$ cat src/design/prh_pkg.sv
// Shared types and constants for the PC range profile histogram.
// No dependencies; imported by pc_range_profile_histogram.
`default_nettype none

package prh_pkg;

	localparam int MAX_REGIONS = 16;
	localparam int IDX_W       = $clog2(MAX_REGIONS);
	localparam int NREG_W      = 5;
	localparam int PC_W        = 16;
	localparam int CNT_W       = 32;
	localparam int LOST_W      = 16;
	localparam int OP_W        = 2;
	localparam int CFG_IDX_W   = 1;
	localparam int CFG_DATA_W  = 5;

	localparam logic [OP_W-1:0] OP_SAMPLE = 2'd0;
	localparam logic [OP_W-1:0] OP_WRITE  = 2'd1;
	localparam logic [OP_W-1:0] OP_READ   = 2'd2;

	localparam logic [CFG_IDX_W-1:0] CFG_ENABLE      = 1'b0;
	localparam logic [CFG_IDX_W-1:0] CFG_NUM_REGIONS = 1'b1;

	typedef enum logic [1:0] {
		ST_IDLE,
		ST_SCAN,
		ST_CNT,
		ST_DONE
	} state_t;

endpackage

`default_nettype wire

$ cat src/design/prh_ram.sv
// Generic single-port-write, single-port-read RAM with a registered read.
// Per-entry valid bits make never-written entries read as zero after reset.
`default_nettype none

module prh_ram #(
	parameter int DATA_W = 32,
	parameter int ADDR_W = 4
) (
	input  wire logic              clk,
	input  wire logic              arst_n,
	input  wire logic              we,
	input  wire logic [ADDR_W-1:0] waddr,
	input  wire logic [DATA_W-1:0] wdata,
	input  wire logic [ADDR_W-1:0] raddr,
	output logic      [DATA_W-1:0] rdata
);

	localparam int DEPTH = 1 << ADDR_W;

	logic [DATA_W-1:0] mem [DEPTH];
	logic [DEPTH-1:0]  valid_q;
	logic [DATA_W-1:0] rdata_q;

	always_ff @(posedge clk) begin
		if (we) begin
			mem[waddr] <= wdata;
		end
		rdata_q <= valid_q[raddr] ? mem[raddr] : '0;
	end

	always_ff @(posedge clk or negedge arst_n) begin
		if (!arst_n) begin
			valid_q <= '0;
		end else if (we) begin
			valid_q[waddr] <= 1'b1;
		end
	end

	assign rdata = rdata_q;

endmodule

`default_nettype wire

$ cat src/design/pc_range_profile_histogram.sv
// PC range profile histogram. Every accepted item gives exactly one result beat.
// A sample (enabled) bumps the tick total, then walks the region bounds RAM one
// entry per cycle from index 0; the first region whose inclusive start..end holds
// the PC gets its hit counter read, incremented and written back. No match
// records the PC as lost and bumps the lost total. Write items load one region's
// bounds and report its count; read items report its count. Items are handled
// one at a time: a sample that matches region i checks regions 0 through i, an
// unmatched sample the number of regions searched (num_regions, clamped to 16),
// so none when num_regions is 0; a write or read goes through a counter read,
// a disabled sample or unused opcode straight to its result. The time is set
// by the one-entry-per-cycle scan through the bounds RAM read port. The result
// sits in an output register, so a held result does not stall work on the
// next item until that item's result is ready. No clearing pass after reset.
// Depends on prh_pkg and prh_ram.
`default_nettype none

module pc_range_profile_histogram (
	input  wire logic                          clk,
	input  wire logic                          arst_n,
	// configuration write channel
	input  wire logic                          cfg_valid,
	output logic                               cfg_ready,
	input  wire logic [prh_pkg::CFG_IDX_W-1:0] cfg_index,
	input  wire logic [prh_pkg::CFG_DATA_W-1:0] cfg_data,
	// input item channel
	input  wire logic                          in_valid,
	output logic                               in_stall,
	input  wire logic [prh_pkg::OP_W-1:0]      operation,
	input  wire logic [prh_pkg::PC_W-1:0]      pc_sample,
	input  wire logic [prh_pkg::IDX_W-1:0]     region_index,
	input  wire logic [prh_pkg::PC_W-1:0]      region_start,
	input  wire logic [prh_pkg::PC_W-1:0]      region_end,
	// result channel
	output logic                               out_valid,
	input  wire logic                          out_stall,
	output logic                               hit,
	output logic      [prh_pkg::IDX_W-1:0]     matched_region,
	output logic      [prh_pkg::CNT_W-1:0]     count_value,
	output logic      [prh_pkg::CNT_W-1:0]     tick_total,
	output logic      [prh_pkg::PC_W-1:0]      lost_pc,
	output logic      [prh_pkg::LOST_W-1:0]    lost_total
);

	import prh_pkg::*;

	// config registers
	logic              enable_q;
	logic [NREG_W-1:0] num_regions_q;

	// FSM and latched item
	state_t            state_q, state_d;
	logic [OP_W-1:0]   op_q;
	logic [PC_W-1:0]   pc_q;
	logic [IDX_W-1:0]  idx_q;
	logic [IDX_W-1:0]  scan_idx_q;

	// scalar profile state
	logic [CNT_W-1:0]  tick_q;
	logic [PC_W-1:0]   lost_pc_q;
	logic [LOST_W-1:0] lost_cnt_q;

	// pending result
	logic              res_hit_q;
	logic [IDX_W-1:0]  res_region_q;
	logic [CNT_W-1:0]  res_count_q;

	// output register
	logic              out_valid_q;
	logic              out_hit_q;
	logic [IDX_W-1:0]  out_region_q;
	logic [CNT_W-1:0]  out_count_q;
	logic [CNT_W-1:0]  out_tick_q;
	logic [PC_W-1:0]   out_lost_pc_q;
	logic [LOST_W-1:0] out_lost_cnt_q;

	// RAM ports
	logic              bnd_we;
	logic [IDX_W-1:0]  bnd_raddr;
	logic [2*PC_W-1:0] bnd_rdata;
	logic              cnt_we;
	logic [IDX_W-1:0]  cnt_raddr;
	logic [CNT_W-1:0]  cnt_rdata;
	logic [CNT_W-1:0]  cnt_inc;

	// control strobes
	logic              accept;
	logic              tick_inc;
	logic              lost_upd;
	logic              res_zero;
	logic              res_hit_ld;
	logic              res_read_ld;
	logic              scan_clr;
	logic              scan_adv;
	logic              out_load;

	logic [NREG_W-1:0] limit;
	logic              out_free;
	logic              bnd_match;
	logic              scan_last;

	assign cfg_ready = 1'b1;
	assign in_stall  = (state_q != ST_IDLE);
	assign accept    = in_valid && (state_q == ST_IDLE);
	assign out_free  = !out_valid_q || !out_stall;

	// regions searched, clamped to table depth
	assign limit = (num_regions_q > NREG_W'(MAX_REGIONS)) ? NREG_W'(MAX_REGIONS)
	                                                      : num_regions_q;

	// bounds word: start in the upper half, end in the lower half
	assign bnd_match = (pc_q >= bnd_rdata[2*PC_W-1:PC_W]) && (pc_q <= bnd_rdata[PC_W-1:0]);
	assign scan_last = (({1'b0, scan_idx_q} + NREG_W'(1)) >= limit);
	assign cnt_inc   = cnt_rdata + CNT_W'(1);

	prh_ram #(
		.DATA_W (2*PC_W),
		.ADDR_W (IDX_W)
	) u_bnd_ram (
		.clk    (clk),
		.arst_n (arst_n),
		.we     (bnd_we),
		.waddr  (region_index),
		.wdata  ({region_start, region_end}),
		.raddr  (bnd_raddr),
		.rdata  (bnd_rdata)
	);

	prh_ram #(
		.DATA_W (CNT_W),
		.ADDR_W (IDX_W)
	) u_cnt_ram (
		.clk    (clk),
		.arst_n (arst_n),
		.we     (cnt_we),
		.waddr  (scan_idx_q),
		.wdata  (cnt_inc),
		.raddr  (cnt_raddr),
		.rdata  (cnt_rdata)
	);

	always_ff @(posedge clk or negedge arst_n) begin
		if (!arst_n) begin
			state_q <= ST_IDLE;
		end else begin
			state_q <= state_d;
		end
	end

	// next state and strobes
	always_comb begin
		state_d     = state_q;
		bnd_we      = 1'b0;
		bnd_raddr   = '0;
		cnt_we      = 1'b0;
		cnt_raddr   = scan_idx_q;
		tick_inc    = 1'b0;
		lost_upd    = 1'b0;
		res_zero    = 1'b0;
		res_hit_ld  = 1'b0;
		res_read_ld = 1'b0;
		scan_clr    = 1'b0;
		scan_adv    = 1'b0;
		out_load    = 1'b0;
		unique case (state_q)
			ST_IDLE: begin
				cnt_raddr = region_index;
				if (in_valid) begin
					case (operation)
						OP_SAMPLE: begin
							if (enable_q) begin
								tick_inc = 1'b1;
								scan_clr = 1'b1;
								if (limit == '0) begin
									lost_upd = 1'b1;
									res_zero = 1'b1;
									state_d  = ST_DONE;
								end else begin
									state_d = ST_SCAN;
								end
							end else begin
								res_zero = 1'b1;
								state_d  = ST_DONE;
							end
						end
						OP_WRITE: begin
							bnd_we  = 1'b1;
							state_d = ST_CNT;
						end
						OP_READ: begin
							state_d = ST_CNT;
						end
						default: begin
							res_zero = 1'b1;
							state_d  = ST_DONE;
						end
					endcase
				end
			end
			ST_SCAN: begin
				// bnd_rdata holds entry scan_idx_q
				if (bnd_match) begin
					state_d = ST_CNT;
				end else if (scan_last) begin
					lost_upd = 1'b1;
					res_zero = 1'b1;
					state_d  = ST_DONE;
				end else begin
					bnd_raddr = scan_idx_q + IDX_W'(1);
					scan_adv  = 1'b1;
				end
			end
			ST_CNT: begin
				if (op_q == OP_SAMPLE) begin
					cnt_we     = 1'b1;
					res_hit_ld = 1'b1;
				end else begin
					res_read_ld = 1'b1;
				end
				state_d = ST_DONE;
			end
			ST_DONE: begin
				if (out_free) begin
					out_load = 1'b1;
					state_d  = ST_IDLE;
				end
			end
			default: begin
				state_d = ST_IDLE;
			end
		endcase
	end

	// config, counters and control registers
	always_ff @(posedge clk or negedge arst_n) begin
		if (!arst_n) begin
			enable_q      <= 1'b0;
			num_regions_q <= '0;
			tick_q        <= '0;
			lost_pc_q     <= '0;
			lost_cnt_q    <= '0;
			out_valid_q   <= 1'b0;
			scan_idx_q    <= '0;
		end else begin
			if (cfg_valid && cfg_ready) begin
				unique case (cfg_index)
					CFG_ENABLE:      enable_q      <= cfg_data[0];
					CFG_NUM_REGIONS: num_regions_q <= cfg_data[NREG_W-1:0];
					default: ;
				endcase
			end
			if (tick_inc) begin
				tick_q <= tick_q + CNT_W'(1);
			end
			if (lost_upd) begin
				// empty scan is decided at accept, before pc_q holds the sample
				lost_pc_q  <= (state_q == ST_IDLE) ? pc_sample : pc_q;
				lost_cnt_q <= lost_cnt_q + LOST_W'(1);
			end
			if (scan_clr) begin
				scan_idx_q <= '0;
			end else if (scan_adv) begin
				scan_idx_q <= scan_idx_q + IDX_W'(1);
			end
			if (out_load) begin
				out_valid_q <= 1'b1;
			end else if (!out_stall) begin
				out_valid_q <= 1'b0;
			end
		end
	end

	// latched item, pending result, output payload
	always_ff @(posedge clk) begin
		if (accept) begin
			op_q  <= operation;
			pc_q  <= pc_sample;
			idx_q <= region_index;
		end
		if (res_zero) begin
			res_hit_q    <= 1'b0;
			res_region_q <= '0;
			res_count_q  <= '0;
		end else if (res_hit_ld) begin
			res_hit_q    <= 1'b1;
			res_region_q <= scan_idx_q;
			res_count_q  <= cnt_inc;
		end else if (res_read_ld) begin
			res_hit_q    <= 1'b0;
			res_region_q <= idx_q;
			res_count_q  <= cnt_rdata;
		end
		if (out_load) begin
			out_hit_q      <= res_hit_q;
			out_region_q   <= res_region_q;
			out_count_q    <= res_count_q;
			out_tick_q     <= tick_q;
			out_lost_pc_q  <= lost_pc_q;
			out_lost_cnt_q <= lost_cnt_q;
		end
	end

	assign out_valid      = out_valid_q;
	assign hit            = out_hit_q;
	assign matched_region = out_region_q;
	assign count_value    = out_count_q;
	assign tick_total     = out_tick_q;
	assign lost_pc        = out_lost_pc_q;
	assign lost_total     = out_lost_cnt_q;

endmodule

`default_nettype wire
$ cat config.mk
export PLATFORM = sky130hd
export DESIGN_NAME = pc_range_profile_histogram
export DESIGN_NICKNAME = d
export VERILOG_FILES = /design/src/design/prh_pkg.sv /design/src/design/prh_ram.sv /design/src/design/pc_range_profile_histogram.sv
export SDC_FILE = /design/constraint.sdc
export NUM_CORES = 2
export LEC_CHECK = 0
export BUFFER_PORTS_ARGS = -buffer_cell sky130_fd_sc_hd__clkbuf_2
export CORE_ASPECT_RATIO = 1.5
export CORE_UTILIZATION = 55
export CTS_CLUSTER_DIAMETER = 100
export CTS_CLUSTER_SIZE = 12
export DETAILED_ROUTE_END_ITERATION = 10
export PLACE_DENSITY = 0.72
export SLEW_MARGIN = 25
export SYNTH_ARGS = -nofsm -noshare
export SYNTH_HDL_FRONTEND = slang
export SYNTH_SLANG_ARGS = --single-unit
$ cat constraint.sdc
create_clock -name clk -period 13.8 [get_ports clk]
set_input_delay 2.76 -clock clk [delete_from_list [all_inputs] [get_ports clk]]
set_output_delay 2.76 -clock clk [all_outputs]
set_load 0.02 [all_outputs]
* After elaboration in Yosys (flattened, before gate mapping)
Memory sizes are Yosys's and may differ from the RTL's. A register that Yosys moved wholly into a read port is not among the register bits.
Cells that the tools add are included.
Widths: inputs -> output; s select.
** Word-level totals
- Flip-flop bits (word level) :: 269
- Bits in latches :: 0
- RAM bits :: 1024
- Bits in read-only memories :: 0
- Input bits :: 65
- Logic and storage cells :: 134
- Memories kept :: 2
** Operators by class
- Add/sub/neg operators :: 5
- Multipliers :: 0
- Div/mod/pow operators :: 0
- $lt $le $gt $ge :: 10
- Equal/unequal tests :: 9
- Shift operators :: 0
- Multiplexer cells :: 63
- Bitwise operators :: 3
- Reductions and logical operators :: 20
** Memories
- u_bnd_ram.mem :: depth 16, bits a word 32, rd ports 1, clocked after Yosys merged registers in 1, write ports 1, line prh_ram.sv:20 : logic [DATA_W-1:0] mem [DEPTH];
- u_cnt_ram.mem :: depth 16, bits a word 32, rd ports 1, clocked after Yosys merged registers in 1, write ports 1, line prh_ram.sv:20
** Operators by type and width (count)
- $add 32x1->32 const B :: 2
- $mux 32 :: 2
- $mux 1 :: 36
- $mux 4 :: 8
- $or 16x16->16 :: 2
- $lt 4x5->1 const B :: 4
- $add 16x1->16 const B :: 1
- $ge 16x16->1 :: 1
- $le 16x16->1 :: 1
- $mux 16 :: 1
- $mux 2 :: 6
- $bmux 1 s4 :: 2
- $demux 1 s4 :: 2
- $ge 4x1->1 const B :: 2
- $pmux 2 s4 :: 1
- $eq 2x2->1 const B :: 3
- $logic_not 2->1 :: 3
- $pmux 1 s2 :: 3
- $reduce_bool 2->1 :: 3
- $add 4x1->5 const B :: 1
- $ge 5x5->1 :: 1
- $gt 5x5->1 const B :: 1
- $logic_not 5->1 :: 1
- $mux 5 :: 1
- other kinds (13) :: 22

* Longest topological paths before layout
- Word-level depth :: 9
- Mapped depth :: 17
- Depth with buffers taken out :: 14

* Modules after synthesis
Synthesis repeated with hierarchy kept, for this count alone.
** Unflattened totals
- Cells, all modules :: 2647
- Area, all modules :: 51897.3 um^2
** By module, submodules not included
- prh_ram (u_cnt_ram) :: times used 1, cells each 882, area an instance 20692.3 um^2
- prh_ram (u_bnd_ram) :: times used 1, cells each 882, area an instance 20577.2 um^2
- pc_range_profile_histogram :: times used 1, cells each 883, area an instance 10627.7 um^2

* Worst setup path after synthesis
OpenSTA, ideal clock, no wires.
- Path kind :: input-to-reg
- Start :: in out_stall
- End :: reg out_count_q[0] (netlist: count_value[0]), enable pin
- Setup time :: 714 ps
- Data arrival time :: 10079 ps
- Data required time :: 13086 ps
- Path slack :: 3007 ps
- Stages :: 1
- Buffers on the path :: 0
- Path through :: a21boi_0
** Between the ends
- Longest elaborated chain between the ends :: 4
** Ends and longest elaborated chain
- start: declaration :: line pc_range_profile_histogram.sv:35 : input wire logic out_stall,
- $logic_not 1->1
- $logic_or 1x1->1 :: line pc_range_profile_histogram.sv:104 : assign out_free = !out_valid_q || !out_stall;
- $mux 1 :: line pc_range_profile_histogram.sv:222 : if (out_free) begin
- $mux 1 :: line pc_range_profile_histogram.sv:164 : unique case (state_q)
- end signal: assignment :: line pc_range_profile_histogram.sv:295 : out_count_q <= res_count_q;
- end: declaration :: line pc_range_profile_histogram.sv:71 : logic [CNT_W-1:0] out_count_q;
No other way between the ends.
A chain may end at the register's enable or synchronous reset.

* Worst setup path in the final report
- Start :: reg scan_idx_q[0]
- End :: reg u_bnd_ram.rdata_q[17] (netlist: u_bnd_ram.rdata[17]), read port of u_bnd_ram.mem
** Between the ends
- Longest elaborated chain between the ends :: 8
** Ends and longest elaborated chain
- start: declaration :: line pc_range_profile_histogram.sv:55 : logic [IDX_W-1:0] scan_idx_q;
- start signal: assignment :: line pc_range_profile_histogram.sv:262 : scan_idx_q <= scan_idx_q + IDX_W'(1);
- $add 4x1->5 :: line pc_range_profile_histogram.sv:112 : assign scan_last = (({1'b0, scan_idx_q} + NREG_W'(1)) >= limit);
- $ge 5x5->1 :: line pc_range_profile_histogram.sv:112
- $mux 4 (*) :: line pc_range_profile_histogram.sv:203 : end else if (scan_last) begin
- $mux 4 (*) :: line pc_range_profile_histogram.sv:201 : if (bnd_match) begin
- $mux 4 (*) :: line pc_range_profile_histogram.sv:164
- $bmux 1 s4 :: line prh_ram.sv:28 : rdata_q <= valid_q[raddr] ? mem[raddr] : '0;
- $mux 1 (not written as such) :: line prh_ram.sv:28
- $logic_not 1->1 (no source line)
- end: declaration :: line prh_ram.sv:22 : logic [DATA_W-1:0] rdata_q;
Mark *: on every way between the ends. The rest lies on a longest branch, timed or not. The select of a mux whose other input is x is not followed.

==> impl_metrics.toml <==
[setup_path]
r2r-end = "u_bnd_ram.rdata[17]"
critPathBufInv = 2
worstPathMaxFanout = 195
critPathKind = "register to register"
crit_required_ns = 14.47
end_kind = "register"
critPathLaunchType = "register"
crit_chain = "inv_1 > ha_1 > ha_1 > nand2_1 > o21ai_1 > a31oi_1 > nand3_2 > o2bb2ai_2 > and2_4 > buf_12 > nand2_1 > nand3_1 > nand4_1 > nor3_2"
cp_top_family = "simple AND/OR/NAND/NOR gates"
arrival_ns = 6.56
cp_slowest_cell = "ha_1"
r2r_slack_ns = 7.91
r2r_cells = 14
max_stage_delay_ns = 0.73
rr_startpoint = "scan_idx_q[0]"

[global_route]
grt_pass1_wl_um = 192000
gr-usage-met3_pct = 4.30
grt_usage_pct = 26.4
grt_use_met2_pct = 46.1
overflow = 0
busiest_layer = "met2"
antenna_found_initial = 7
grt_pass1_vias = 32437
grt_max_degree = 196
gr-usage-met1_pct = 30.8

[logic_synthesis]
ys_top_cells_by_area = "edfxtp_1 65%, nand2_1 7.8%, dfrtp_1 5.1%"
yosysSeqAreaShare_pct = 73.7
yosysUniqueCellTypes = 61
ys_warn_count = 0
syn_avg_cell_area_sq_um = 13.2
synthCells = 4030
synth-edff-count = 1147
ys_ff_latch = 1357
synth_area_sq_mm = 0.0532
synthFlopType = "edfxtp_1"
yosysTopAreaCellShare_pct = 64.8
synthArstFlopShare_pct = 8.03
yosysTopAreaCell = "edfxtp_1"
syn_nets = 4146

[outcome]
status = "finished, final reports clean"

[cts]
clkTransAtPathRegs_ns = 0.06
cts.sinks = 1357
htree_levels = 4
cts_buffers = 131
hold_buffers = 0
worst_skew_pair.late_latency_ns = 0.75
cts_resized = 0
cts_root_buffer = "clkbuf_16"
cts_buffer_depth = 3
post_cts_buffers = 0
cts_tree = "built"

[power_and_ir_drop]
ir_drop_v = 0.000312
p_per_area_mw_per_mm2 = 202
leakage_uw = 0.0213
finalPower_uw = 12100

[timing]
hold_violations = 0
fin_crit_sh_pct = 42.7
timing.fmax_mhz = 170
setup_tns_ns = 0
setup_viol = 0
worst_slew_margin_rel_pct = 15.8
clock-skew-final_ns = 0.0286
hold-worst-slack_ns = 0.429
slew_violations = 0
worstMarginPinSlew_ns = 1.26
fin_crit_ns = 5.89
rsz0062_at_grt = "false"

[route]
dr.pass1.iters = 5
postRouteAntennaNets = 0
drc = 0
vias_per_cell = 5.95
wl_per_cell_um = 23.3
totalWireLength_um = 129000
vias = 33006
drtIter0Drc = 3062

[final_layout]
fin_cells = 5543
syn2layout_area_growth_pct = 12.0
layout_common_cells = "1147 x edfxtp_1, 1105 x nand2_1, 406 x nand3_1"
fin_nets = 4284
multi_input_comb_area_sq_mm = 0.0134
seq_area_sq_mm = 0.0392
drive_above_1_share_pct = 12.6
final_common_cell = "edfxtp_1"
design_area_sq_mm = 0.0596
nFillCells = 7083

[die]
coreArea_sq_mm = 0.0957
die_area_sq_mm = 0.0979
start_util_pct = 55.6
dieHeight_um = 383
die_w_um = 256
ios = 169
num_rows = 139

[hold_path]
min_from = "res_count_q[10]"
min_path_type = "register to register"
whs_path_depth = 0
whs_endpoint = "count_value[10]"

[placement]
dpl_cell_area_sq_mm = 0.0555
dpl.hpwl_um = 69800
gp_congestion = 0.832
placed_cells = 5304
port_buffers = 167

[flow_run]
drv_cap = 0
==> per-stage QoR <==
stage	worst slack, ns	utilization, %
after floorplan	3.01	-
after global placement	7.27	58.0
after detailed placement	7.18	58.1
after CTS	7.63	62.1
after global routing	7.49	62.3
final	7.91	62.3
==> state kept, by name, indices dropped and copies added, names as in the netlist, 32 cells and up <==
| name | count |
|---|---|
| u_bnd_ram.rdata | 32 |
| count_value | 32 |
| u_cnt_ram.mem | 512 |
| tick_total | 32 |
| res_count_q | 32 |
| tick_q | 32 |
| u_bnd_ram.mem | 512 |
| u_cnt_ram.rdata | 32 |
==> worst reg2reg max path, delay by kind of cell (launching register included) <==
family	cells	cell delay, ns
flops	1	0.58
buf+inv	2	0.80
compound gates	3	1.31
fa+ha+maj	2	1.07
simple gates	7	2.06
==> cell usage after synthesis (25+ instances only) <==
| cell type | number |
|---|---|
| and3_1 | 83 |
| buf_1 | 25 |
| a311oi_1 | 135 |
| nor3b_1 | 35 |
| mux2i_1 | 27 |
| xor2_1 | 57 |
| nor2_1 | 105 |
| ha_1 | 51 |
| inv_1 | 48 |
| clkbuf_1 | 175 |
| xnor2_1 | 54 |
| dfrtp_1 | 109 |
| edfxtp_1 | 1147 |
| a211oi_1 | 32 |
| nand4_1 | 83 |
| a21oi_1 | 31 |
| or2_2 | 32 |
| nor3_2 | 33 |
| nand3_1 | 406 |
| dfxtp_1 | 101 |
| nand2_1 | 1106 |
==> where the power goes <==
group / total (uW) / internal [uW] / switching, uW
registers: 5250 / 5010 / 243
clock network: 3300 / 1840 / 1460
logic: 3500 / 1080 / 2420
==> worst max path at each step <==
| stage | from | endpoint | slack (ns) | depth (start not counted) |
|---|---|---|---|---|
| after CTS | scan_idx_q[0] | u_bnd_ram.rdata[22] | 7.63 | 15 |
| final | scan_idx_q[0] | u_bnd_ram.rdata[17] | 7.91 | 14 |
| after detailed placement | region_index[0] | u_cnt_ram.rdata[28] | 7.18 | 10 |
| after global placement | region_index[0] | u_cnt_ram.rdata[20] | 7.27 | 10 |
| after global routing | scan_idx_q[0] | u_bnd_ram.rdata[22] | 7.49 | 15 |
| after floorplan | out_stall | count_value[0] | 3.01 | 1 |
==> layer usage <==
metal,part of all wire [%],vias to the layer above
met1,36,16281
met3,6.8,405
met4,5.9,4
li1,-,14879
met5,0.021,-
met2,51,1437
==> logic make-up (layout without fill, tap and decap cells) <==
| family | count (synthesis) | in the layout | synth area share (%) |
|---|---|---|---|
| compound gates | 239 | 239 | 3.55 |
| xor+xnor | 111 | 111 | 1.83 |
| fa+ha+maj | 51 | 51 | 1.20 |
| buf+inv | 274 | 514 | 2.03 |
| flops | 1357 | 1357 | 73.7 |
| mux | 42 | 42 | 0.932 |
| other cells | 1 | 5 | 0.00705 |
| simple gates | 1955 | 1955 | 16.7 |
==> cell type report <==
| type | instances | area share, % |
|---|---|---|
| sequential | 1357 | 65.8 |
| multi-input combinational | 2399 | 22.4 |
| clock buffer | 226 | 6.25 |
| tap | 1269 | 2.67 |
| timing repair buffer | 231 | 2.28 |
| inverter | 48 | 0.303 |
| clock inverter | 9 | 0.254 |
| antenna | 4 | 0.0168 |
Power figures use the tool's default switching activity.
